## config.mk

```make
export PLATFORM = sky130hd
export DESIGN_NAME = modular_exponentiation_prime_unit
export DESIGN_NICKNAME = d
export VERILOG_FILES = /design/src/sv/mexp_pkg.sv /design/src/sv/modular_exponentiation_prime_unit.sv
export VERILOG_INCLUDE_DIRS = /design/src /design/src/sv
export SDC_FILE = /design/constraint.sdc
export NUM_CORES = 2
export LEC_CHECK = 0
export BUFFER_PORTS_ARGS = -buffer_cell sky130_fd_sc_hd__buf_2
export CAP_MARGIN = 20
export CORE_MARGIN = 2
export CORE_UTILIZATION = 55
export CTS_CLUSTER_DIAMETER = 60
export DETAILED_ROUTE_END_ITERATION = 8
export MAX_ROUTING_LAYER = met4
export PLACE_DENSITY = 0.78
export SLEW_MARGIN = 20
export SYNTH_ARGS = -nofsm -noshare
export SYNTH_HDL_FRONTEND = slang
export SYNTH_SLANG_ARGS = --single-unit
```

## constraint.sdc

```tcl
create_clock -name clk -period 17.7 [get_ports clk]
set_clock_uncertainty 0.2 [all_clocks]
set_input_delay 3.54 -clock clk [delete_from_list [all_inputs] [get_ports clk]]
set_output_delay 3.54 -clock clk [all_outputs]
set_load 0.05 [all_outputs]
```

## src/sv/modular_exponentiation_prime_unit_defines.svh

```systemverilog
// Assertion macros shared by the modular exponentiation unit.
`ifndef MODULAR_EXPONENTIATION_PRIME_UNIT_DEFINES_SVH
`define MODULAR_EXPONENTIATION_PRIME_UNIT_DEFINES_SVH

// Same-cycle implication, checked on every rising edge outside reset.
`define MEXP_ASSERT_IMP(label, ante, cons, msg) \
    label: assert property (@(posedge clk) disable iff (!rst_n) (ante) |-> (cons)) \
        else $error(msg);

// Next-cycle implication, checked on every rising edge outside reset.
`define MEXP_ASSERT_NXT(label, ante, cons, msg) \
    label: assert property (@(posedge clk) disable iff (!rst_n) (ante) |=> (cons)) \
        else $error(msg);

`endif

```

## src/sv/mexp_pkg.sv

```systemverilog
// Package with the constants and sequencer types of the modular exponentiation unit.
package mexp_pkg;

    // Prime modulus and its multiples, used by the final correction and its bound check.
    localparam logic [29:0] PRIME_MOD     = 30'd1000000007;
    localparam logic [31:0] PRIME_MOD_X1  = 32'd1000000007;
    localparam logic [31:0] PRIME_MOD_X2  = 32'd2000000014;
    localparam logic [31:0] PRIME_MOD_X3  = 32'd3000000021;

    // Barrett constant: floor(2^60 / PRIME_MOD).
    localparam logic [30:0] BARRETT_MU    = 31'd1152921496;

    typedef enum logic [2:0] {
        S_IDLE,
        S_MUL,
        S_EST,
        S_REM,
        S_FIX,
        S_DONE
    } mexp_state_t;

    typedef enum logic {
        OP_ACC,
        OP_SQR
    } mexp_op_t;

endpackage

```

## src/sv/modular_exponentiation_prime_unit.sv

```systemverilog
// Top level of the modular exponentiation unit: base to the exponent modulo 1000000007.
//
// Usage: a request on the input channel (in_valid/in_ready) carries base_value and
// exponent; one result, power_result, leaves on the output channel (out_valid/out_ready).
// The unit scans the exponent from bit 0 upward (right-to-left square and multiply).
// Every modular product runs on a single shared 32x32 multiplier in four steps: the
// raw product, a Barrett quotient estimate, the remainder, and a final correction.
// Per request the sequencer runs one multiply per set exponent bit and one square per
// bit below the highest set bit; a zero exponent gives the result 1 with no product.
// One request is processed at a time: in_ready is high only while the sequencer is
// idle, which it enters in the cycle after the result is loaded.
// The finished result sits in an output register, so a new request can be accepted
// while the receiver stalls; the sequencer only waits if a second result is ready
// before the first was taken.
// Reset (rst_n, asynchronous, active low) returns the sequencer to idle and drops
// out_valid; no result survives it.
`include "modular_exponentiation_prime_unit_defines.svh"

module modular_exponentiation_prime_unit
    import mexp_pkg::*;
#(
    parameter int EXP_BITS = 32
)
(
    input  logic        clk,
    input  logic        rst_n,
    input  logic        in_valid,
    output logic        in_ready,
    input  logic [29:0] base_value,
    input  logic [31:0] exponent,
    output logic        out_valid,
    input  logic        out_ready,
    output logic [29:0] power_result
);

    // Exponent bits actually scanned: EXP_BITS, capped by the 32-bit field.
    localparam int EW = (EXP_BITS < 32) ? EXP_BITS : 32;

    mexp_state_t   state_reg;
    mexp_state_t   state_next;
    mexp_op_t      op_reg;

    logic [EW-1:0] exp_reg;
    logic [29:0]   acc_reg;       // running result
    logic [29:0]   sq_reg;        // running power of the base
    logic [59:0]   prod_reg;      // raw product of the current modular multiply
    logic [30:0]   q_reg;         // Barrett quotient estimate
    logic [31:0]   rem_reg;       // remainder before correction, below three moduli
    logic [29:0]   out_data_reg;
    logic          out_valid_reg;

    logic [31:0]   mul_a;
    logic [31:0]   mul_b;
    logic [63:0]   mul_out;
    logic [29:0]   base_red;
    logic [29:0]   rem_fixed;
    logic          exp_is_zero;
    logic          exp_upper_zero;
    logic          out_free;
    logic          done_load;

    // The base may arrive up to 2^30 - 1, which is below twice the modulus.
    assign base_red       = (base_value >= PRIME_MOD) ? (base_value - PRIME_MOD) : base_value;
    assign exp_is_zero    = (exponent[EW-1:0] == '0);
    assign exp_upper_zero = (exp_reg[EW-1:1] == '0);
    assign out_free       = !out_valid_reg || out_ready;

    // The one shared multiplier.
    assign mul_out = mul_a * mul_b;

    // Final correction: the Barrett estimate is at most two below the true quotient.
    always_comb
    begin
        if (rem_reg >= PRIME_MOD_X2)
        begin
            rem_fixed = 30'(rem_reg - PRIME_MOD_X2);
        end
        else if (rem_reg >= PRIME_MOD_X1)
        begin
            rem_fixed = 30'(rem_reg - PRIME_MOD_X1);
        end
        else
        begin
            rem_fixed = rem_reg[29:0];
        end
    end

    // Next-state logic of the sequencer.
    always_comb
    begin
        state_next = state_reg;
        case (state_reg)
            S_IDLE:
            begin
                if (in_valid)
                begin
                    state_next = exp_is_zero ? S_DONE : S_MUL;
                end
            end
            S_MUL:
            begin
                state_next = S_EST;
            end
            S_EST:
            begin
                state_next = S_REM;
            end
            S_REM:
            begin
                state_next = S_FIX;
            end
            S_FIX:
            begin
                // After the last multiply into the accumulator no more squares matter.
                if (op_reg == OP_ACC && exp_upper_zero)
                begin
                    state_next = S_DONE;
                end
                else
                begin
                    state_next = S_MUL;
                end
            end
            S_DONE:
            begin
                if (out_free)
                begin
                    state_next = S_IDLE;
                end
            end
            default:
            begin
                state_next = S_IDLE;
            end
        endcase
    end

    // Output and datapath control of the sequencer.
    always_comb
    begin
        in_ready  = 1'b0;
        done_load = 1'b0;
        mul_a     = '0;
        mul_b     = '0;
        case (state_reg)
            S_IDLE:
            begin
                in_ready = 1'b1;
            end
            S_MUL:
            begin
                mul_a = {2'b00, (op_reg == OP_ACC) ? acc_reg : sq_reg};
                mul_b = {2'b00, sq_reg};
            end
            S_EST:
            begin
                mul_a = {1'b0, prod_reg[59:29]};
                mul_b = {1'b0, BARRETT_MU};
            end
            S_REM:
            begin
                mul_a = {1'b0, q_reg};
                mul_b = {2'b00, PRIME_MOD};
            end
            S_FIX:
            begin
            end
            S_DONE:
            begin
                done_load = out_free;
            end
            default:
            begin
            end
        endcase
    end

    always_ff @(posedge clk or negedge rst_n)
    begin
        if (!rst_n)
        begin
            state_reg     <= S_IDLE;
            op_reg        <= OP_SQR;
            out_valid_reg <= 1'b0;
        end
        else
        begin
            state_reg <= state_next;
            if (state_reg == S_IDLE && in_valid)
            begin
                op_reg <= exponent[0] ? OP_ACC : OP_SQR;
            end
            else if (state_reg == S_FIX)
            begin
                if (op_reg == OP_ACC)
                begin
                    op_reg <= OP_SQR;
                end
                else
                begin
                    op_reg <= exp_reg[1] ? OP_ACC : OP_SQR;
                end
            end
            if (done_load)
            begin
                out_valid_reg <= 1'b1;
            end
            else if (out_ready)
            begin
                out_valid_reg <= 1'b0;
            end
        end
    end

    // Payload registers.
    always_ff @(posedge clk)
    begin
        case (state_reg)
            S_IDLE:
            begin
                if (in_valid)
                begin
                    exp_reg <= exponent[EW-1:0];
                    acc_reg <= 30'd1;
                    sq_reg  <= base_red;
                end
            end
            S_MUL:
            begin
                prod_reg <= mul_out[59:0];
            end
            S_EST:
            begin
                q_reg <= mul_out[61:31];
            end
            S_REM:
            begin
                rem_reg <= prod_reg[31:0] - mul_out[31:0];
            end
            S_FIX:
            begin
                if (op_reg == OP_ACC)
                begin
                    acc_reg <= rem_fixed;
                end
                else
                begin
                    sq_reg  <= rem_fixed;
                    exp_reg <= exp_reg >> 1;
                end
            end
            S_DONE:
            begin
                if (done_load)
                begin
                    out_data_reg <= acc_reg;
                end
            end
            default:
            begin
            end
        endcase
    end

    assign out_valid    = out_valid_reg;
    assign power_result = out_data_reg;

    // Every delivered result is fully reduced.
    `MEXP_ASSERT_IMP(a_result_reduced, out_valid, power_result < PRIME_MOD,
        "power_result not below the modulus")

    // The Barrett remainder never needs more than two corrections.
    `MEXP_ASSERT_IMP(a_rem_bound, state_reg == S_FIX, rem_reg < PRIME_MOD_X3,
        "remainder exceeds three moduli")

    // Operands of each modular product are reduced.
    `MEXP_ASSERT_IMP(a_operands_reduced, state_reg == S_MUL,
        acc_reg < PRIME_MOD && sq_reg < PRIME_MOD, "multiplier operand not reduced")

    // While products run, exponent bits remain to be processed.
    `MEXP_ASSERT_IMP(a_exp_live, state_reg == S_MUL || state_reg == S_FIX,
        exp_reg != '0, "exponent exhausted during a product")

endmodule

```

# Yosys cells after proc, flatten, opt, wreduce, memory -nomap -nowiden
# Cells that the tools add are included.
totals:
  out_inout_bits: 32
  in_bits: 66
  register_bits: 250
  word_cells: 71
op_classes:
  n_lt_le_gt_ge: 3
  n_reduce_logical: 14
  n_bitwise: 1
  n_eq_ne: 9
  multipliers: 1
  n_addsub: 4
  mux: 29
op_table:
  columns: ["operator", "n"]
  rows:
  - ["30-bit 2-to-1 mux", 8]
  - ["31-bit case mux with 3 select lines", 2]
  - ["30-bit case mux with 2 select lines", 2]
  - ["30-bit subtractor (second input constant)", 3]
  - ["32-bit 2-to-1 mux", 2]
  - ["32-bit case mux with 2 select lines", 1]
  - ["32-bit by 32-bit multiplier with 62-bit output", 1]
  - ["32-bit by 30-bit >= comparator with 1-bit output (second input constant)", 1]
  - ["32-bit by 31-bit >= comparator with 1-bit output (second input constant)", 1]
  - ["32-bit zero test", 1]
  - ["32-bit subtractor", 1]
  - ["31-bit zero test", 1]
  - ["30-bit >= comparator (second input constant)", 1]
  - ["3-bit case mux with 6 select lines", 1]
  - ["3-bit 2-to-1 mux", 4]
  - ["1-bit 2-to-1 mux", 9]
  - ["2-bit != test (second input constant)", 4]
  - ["3-bit by 2-bit == test with 1-bit output (second input constant)", 2]
  - ["3-bit == test (second input constant)", 2]
  - ["3-bit AND reduction", 2]
  - ["2-bit nonzero test", 3]
  - ["2-bit AND reduction", 2]
  - ["3-bit by 1-bit == test with 1-bit output (second input constant)", 1]
  - ["3-bit zero test", 1]
  - ["4 further kinds", 5]

# Depth between registers and ports, before layout
logic_depth:
  word_depth: 5
  depth_mapped: 44
  ltp_nobuf: 40

# Worst setup path after synthesis
# No wires, ideal clock.
synth_timing:
  path_type: "reg-to-reg"
  from: "register state_reg[2]"
  to: "register rem_reg[29] (data pin)"
  n_path_buf: 4
  slack_ps: 6365
  t_arrival_ps: 10875
  stages_incl_launch_ff: 41
  period_less_slack_ps: 11335
  cell_sequence: "dfrtp_1 -> clkbuf_1 -> nor3b_1 -> clkbuf_1 -> clkbuf_1 -> a21oi_1 -> clkbuf_1 -> nor2_1 -> fa_1 -> fa_1 -> fa_1 -> inv_1 -> fa_1 -> inv_1 -> fa_1 -> inv_1 -> fa_1 -> inv_1 -> [5 not listed] -> nand2_1 -> a311oi_1 -> nor2_1 -> xnor2_1 -> inv_1 -> ha_1 -> and3_1 -> and2_1 -> a221o_1 -> a221o_1 -> o31ai_1 -> a31oi_1 -> o41ai_1 -> a2111o_1 -> o211ai_1 -> maj3_1 -> a21oi_1 -> xnor2_1"
synth_between:
  elab_chain_len: 4
synth_rtl:
  columns: ["item", "line", "source"]
  rows:
  - ["start, declared", "modular_exponentiation_prime_unit.sv:39", "mexp_state_t state_reg;"]
  - ["start signal, assigned", "modular_exponentiation_prime_unit.sv:188", "state_reg <= state_next;"]
  - ["3-bit by 2-bit == test with 1-bit output or 3-bit by 1-bit == test with 1-bit output (tied branches)", "modular_exponentiation_prime_unit.sv:145", "case (state_reg)"]
  - ["31-bit case mux with 3 select lines", "modular_exponentiation_prime_unit.sv:145", null]
  - ["32-bit by 32-bit multiplier with 62-bit output *", "modular_exponentiation_prime_unit.sv:69", "assign mul_out = mul_a * mul_b;"]
  - ["via mul_out[18]", "modular_exponentiation_prime_unit.sv:54", "logic [63:0] mul_out;"]
  - ["32-bit subtractor *", "modular_exponentiation_prime_unit.sv:238", "rem_reg <= prod_reg[31:0] - mul_out[31:0];"]
  - ["end signal, assigned", "modular_exponentiation_prime_unit.sv:238", null]
  - ["end, declared", "modular_exponentiation_prime_unit.sv:48", "logic [31:0] rem_reg;"]
# The timed path passes the listed nets; every way through them passes the cells marked *.
# A chain may end at the register's enable or synchronous reset.

# Worst setup path after layout
layout_timing:
  from: "register state_reg[2]"
  to: "register prod_reg[58] (data pin)"
layout_between:
  elab_chain_len: 3
layout_rtl:
  columns: ["item", "line", "source"]
  rows:
  - ["3-bit by 2-bit == test with 1-bit output or 3-bit by 1-bit == test with 1-bit output (tied branches)", "modular_exponentiation_prime_unit.sv:145", null]
  - ["31-bit case mux with 3 select lines", "modular_exponentiation_prime_unit.sv:145", null]
  - ["32-bit by 32-bit multiplier with 62-bit output *", "modular_exponentiation_prime_unit.sv:69", null]
  - ["via mul_out[58]", "modular_exponentiation_prime_unit.sv:54", null]
  - ["end signal, assigned", "modular_exponentiation_prime_unit.sv:230", "prod_reg <= mul_out[59:0];"]
  - ["end, declared", "modular_exponentiation_prime_unit.sv:46", "logic [59:0] prod_reg;"]
# Marks and branches as above.

==> flow_summary.toml <==
[status]
status = "completed"

[placed_design]
globalplace.congestion = 1.04
portBuffers = 97
dp.cells = 5569
dp_slack_ns = 5.51
hpwl_um = 103000

[floorplanning]
core-area_sq_mm = 0.0762
num_rows = 101
die_y_um = 282
dieArea_sq_mm = 0.0795
die_w_um = 282
ios = 98
start_util = 0.557

[sta]
layout_setup_ws_ns = 5.28
setup_viol = 0
max_freq_mhz = 80.5
setup_tns_ns = 0
hold_violations = 0
grt_setup_unrepaired = "no"
post-route-min-period_ns = 12.42
tightest_slew_ns = 1.22
relSlewSlack = 0.186
hold_slack_ns = 0.323
min_period_over_period = 0.701
final-max-slew-violation-count = 0

[synthesis]
synth_cells = 4550
syn-cell-area_sq_mm = 0.0425
ys_seq_area_frac = 0.176
yosys_register_bits = 249
synth_area_leaders = "fa_1 (40%), edfxtp_1 (17%), ha_1 (8.2%)"
synth_ff_type = "edfxtp_1"
yosys_warnings = 0
synth_edf_count = 244
syn-mean-instance-area_sq_um = 9.33
yosys.area.top_type = "fa_1"
synth.distinct_cells = 80
synth.top_cell.area_share = 0.395
async_reset_ff_frac = 0.0201

[route]
drt-pass1-iter-count = 7
routed_via_density = 5.99
drt-initial-drc-count = 3659
wl_per_cell_um = 23.5
drt_wl_total_um = 132000
drc = 0
ant_nets = 0
vias = 33700

[clocking]
cts_hold_repair.buffers = 0
clkTransAtPathRegs_ns = 0.06
cts_root_buffer = "clkbuf_16"
clockBufferDepth = 3
post_cts_resized = 0
h-tree-depth = 1
cts_tree = "built"
numCtsBuffers = 26
insertion_delay_ns = 0.57
cts_sinks = 249
cts_post_setup_buffers_inserted = 0

[hold_path]
hold_path.class = "flop to flop"
holdPathStages = 0

[global_routing]
grt_usage = 0.355
grt_pass1_wl_um = 204000
first_global_vias = 35100
gr-total-overflow = 0
grt_max_degree = 100
antenna_found_initial = 3

[critical_path]
crit_slowest_cell = "and2_1"
end_kind = "flop"
critPathMaxStageDelay_ns = 1.05
cp_max_fo = 65
startpoint_type = "flop"
critical_path_required_ns = 17.78
worst_ep_arrival_time_ns = 12.49
crit_top_cell = "fa_1"
rr_worst_depth = 32
worstSetupPathType = "flop to flop"

[final_layout]
largest_reg_flops = 60
layout-drive-gt1-share = 0.0643
regArea_sq_mm = 0.00745
fillCellCount = 6429
area_growth_pct = 6.60
nets = 5751
instances_no_fill = 5619
multi_input_area_sq_mm = 0.0313

[flow_run]
max-cap-violations = 0
final cells by class:
class	instances	share of cell area
Multi-Input combinational cell	3262	0.691
Sequential cell	249	0.165
Inverter	835	0.0693
Tap cell	1030	0.0285
Timing Repair Buffer	193	0.0266
Clock buffer	31	0.0148
Clock inverter	15	0.00489
Antenna cell	4	0.000221
cells in the mapped netlist, types with 12 or more instances:
| master | count |
|---|---|
| a211oi_1 | 19 |
| a21o_1 | 70 |
| a21oi_1 | 150 |
| a221oi_1 | 30 |
| a31oi_1 | 12 |
| and2_1 | 26 |
| and3_1 | 13 |
| buf_1 | 14 |
| clkbuf_1 | 191 |
| edfxtp_1 | 244 |
| fa_1 | 838 |
| ha_1 | 280 |
| inv_1 | 835 |
| mux2i_1 | 35 |
| nand2_1 | 801 |
| nand2b_1 | 25 |
| nand3_1 | 34 |
| nor2_1 | 482 |
| nor3_1 | 36 |
| nor4_1 | 23 |
| o211ai_1 | 17 |
| o21ai_0 | 63 |
| o21bai_1 | 14 |
| or2_2 | 13 |
| xnor2_1 | 86 |
| xor2_1 | 54 |
placed cells by master, fill, tap and decap left out, types with 25 or more instances in the layout:
cell type,count
nand3_1,34
nand2_1,797
ha_1,280
and2_1,26
nand2b_1,25
a21o_1,70
nor3_1,36
clkbuf_16,26
xor2_1,54
o21ai_0,62
buf_2,98
edfxtp_1,244
nor2_1,478
a21oi_1,144
xnor2_1,86
inv_1,834
fa_1,838
mux2i_1,35
buf_4,95
critical path, delay by kind of cell, from the launching register on:
family | cells | cell delay [ns]
compound gates | 8 | 2.38
fa+ha+maj | 9 | 4.51
buf+inv | 9 | 1.61
flops | 1 | 0.65
mux | 1 | 0.22
simple gates | 5 | 2.48
path summary, 6_finish.rpt:
kind | from | to | slack, ns
worst max-delay path | state_reg[2]$_DFFE_PN0P_ | prod_reg[58]$_DFFE_PN_ | 5.28
worst min-delay path | acc_reg[2]$_SDFFCE_PN0P_ | power_result[2]$_DFFE_PP_ | 0.32
worst max register to register | state_reg[2]$_DFFE_PN0P_ | prod_reg[58]$_DFFE_PN_ | 5.28
worst min register to register | acc_reg[2]$_SDFFCE_PN0P_ | power_result[2]$_DFFE_PP_ | 0.32
max in group asynchronous | rst_n | op_reg$_DFFE_PN1P_ | 14.44
min in group asynchronous | rst_n | out_valid$_DFFE_PN0P_ | 2.61
logic make-up (layout without fill, tap and decap cells):
logic type,count (synthesis),after routing,share of synthesized area
compound gates,453,453,0.0707
flops,249,249,0.176
other cells,2,10,0.000177
buf+inv,1043,1074,0.0923
simple gates,1504,1504,0.145
fa+ha+maj,1123,1123,0.479
xor+xnor,140,140,0.0289
mux,36,36,0.00851
metrics by stage:
stage / util / area [sq um]
global route: 0.594 / 45300
finish: 0.594 / 45300
floorplan: - / 42500
CTS: 0.594 / 45300
global placement: 0.582 / 44400
detailed placement: 0.582 / 44400
routing by layer:
metal	wire length, um	GRT usage	up-vias
li1	-	-	14100
met1	46700	0.435	16800
met2	58500	0.529	2161
met3	16700	0.0971	607
met4	10300	0.207	0
met5	0	-	-
Power is left out: the tool's default activity adds up to more than one toggle a clock period on the data nets, which glitch-free logic cannot reach.
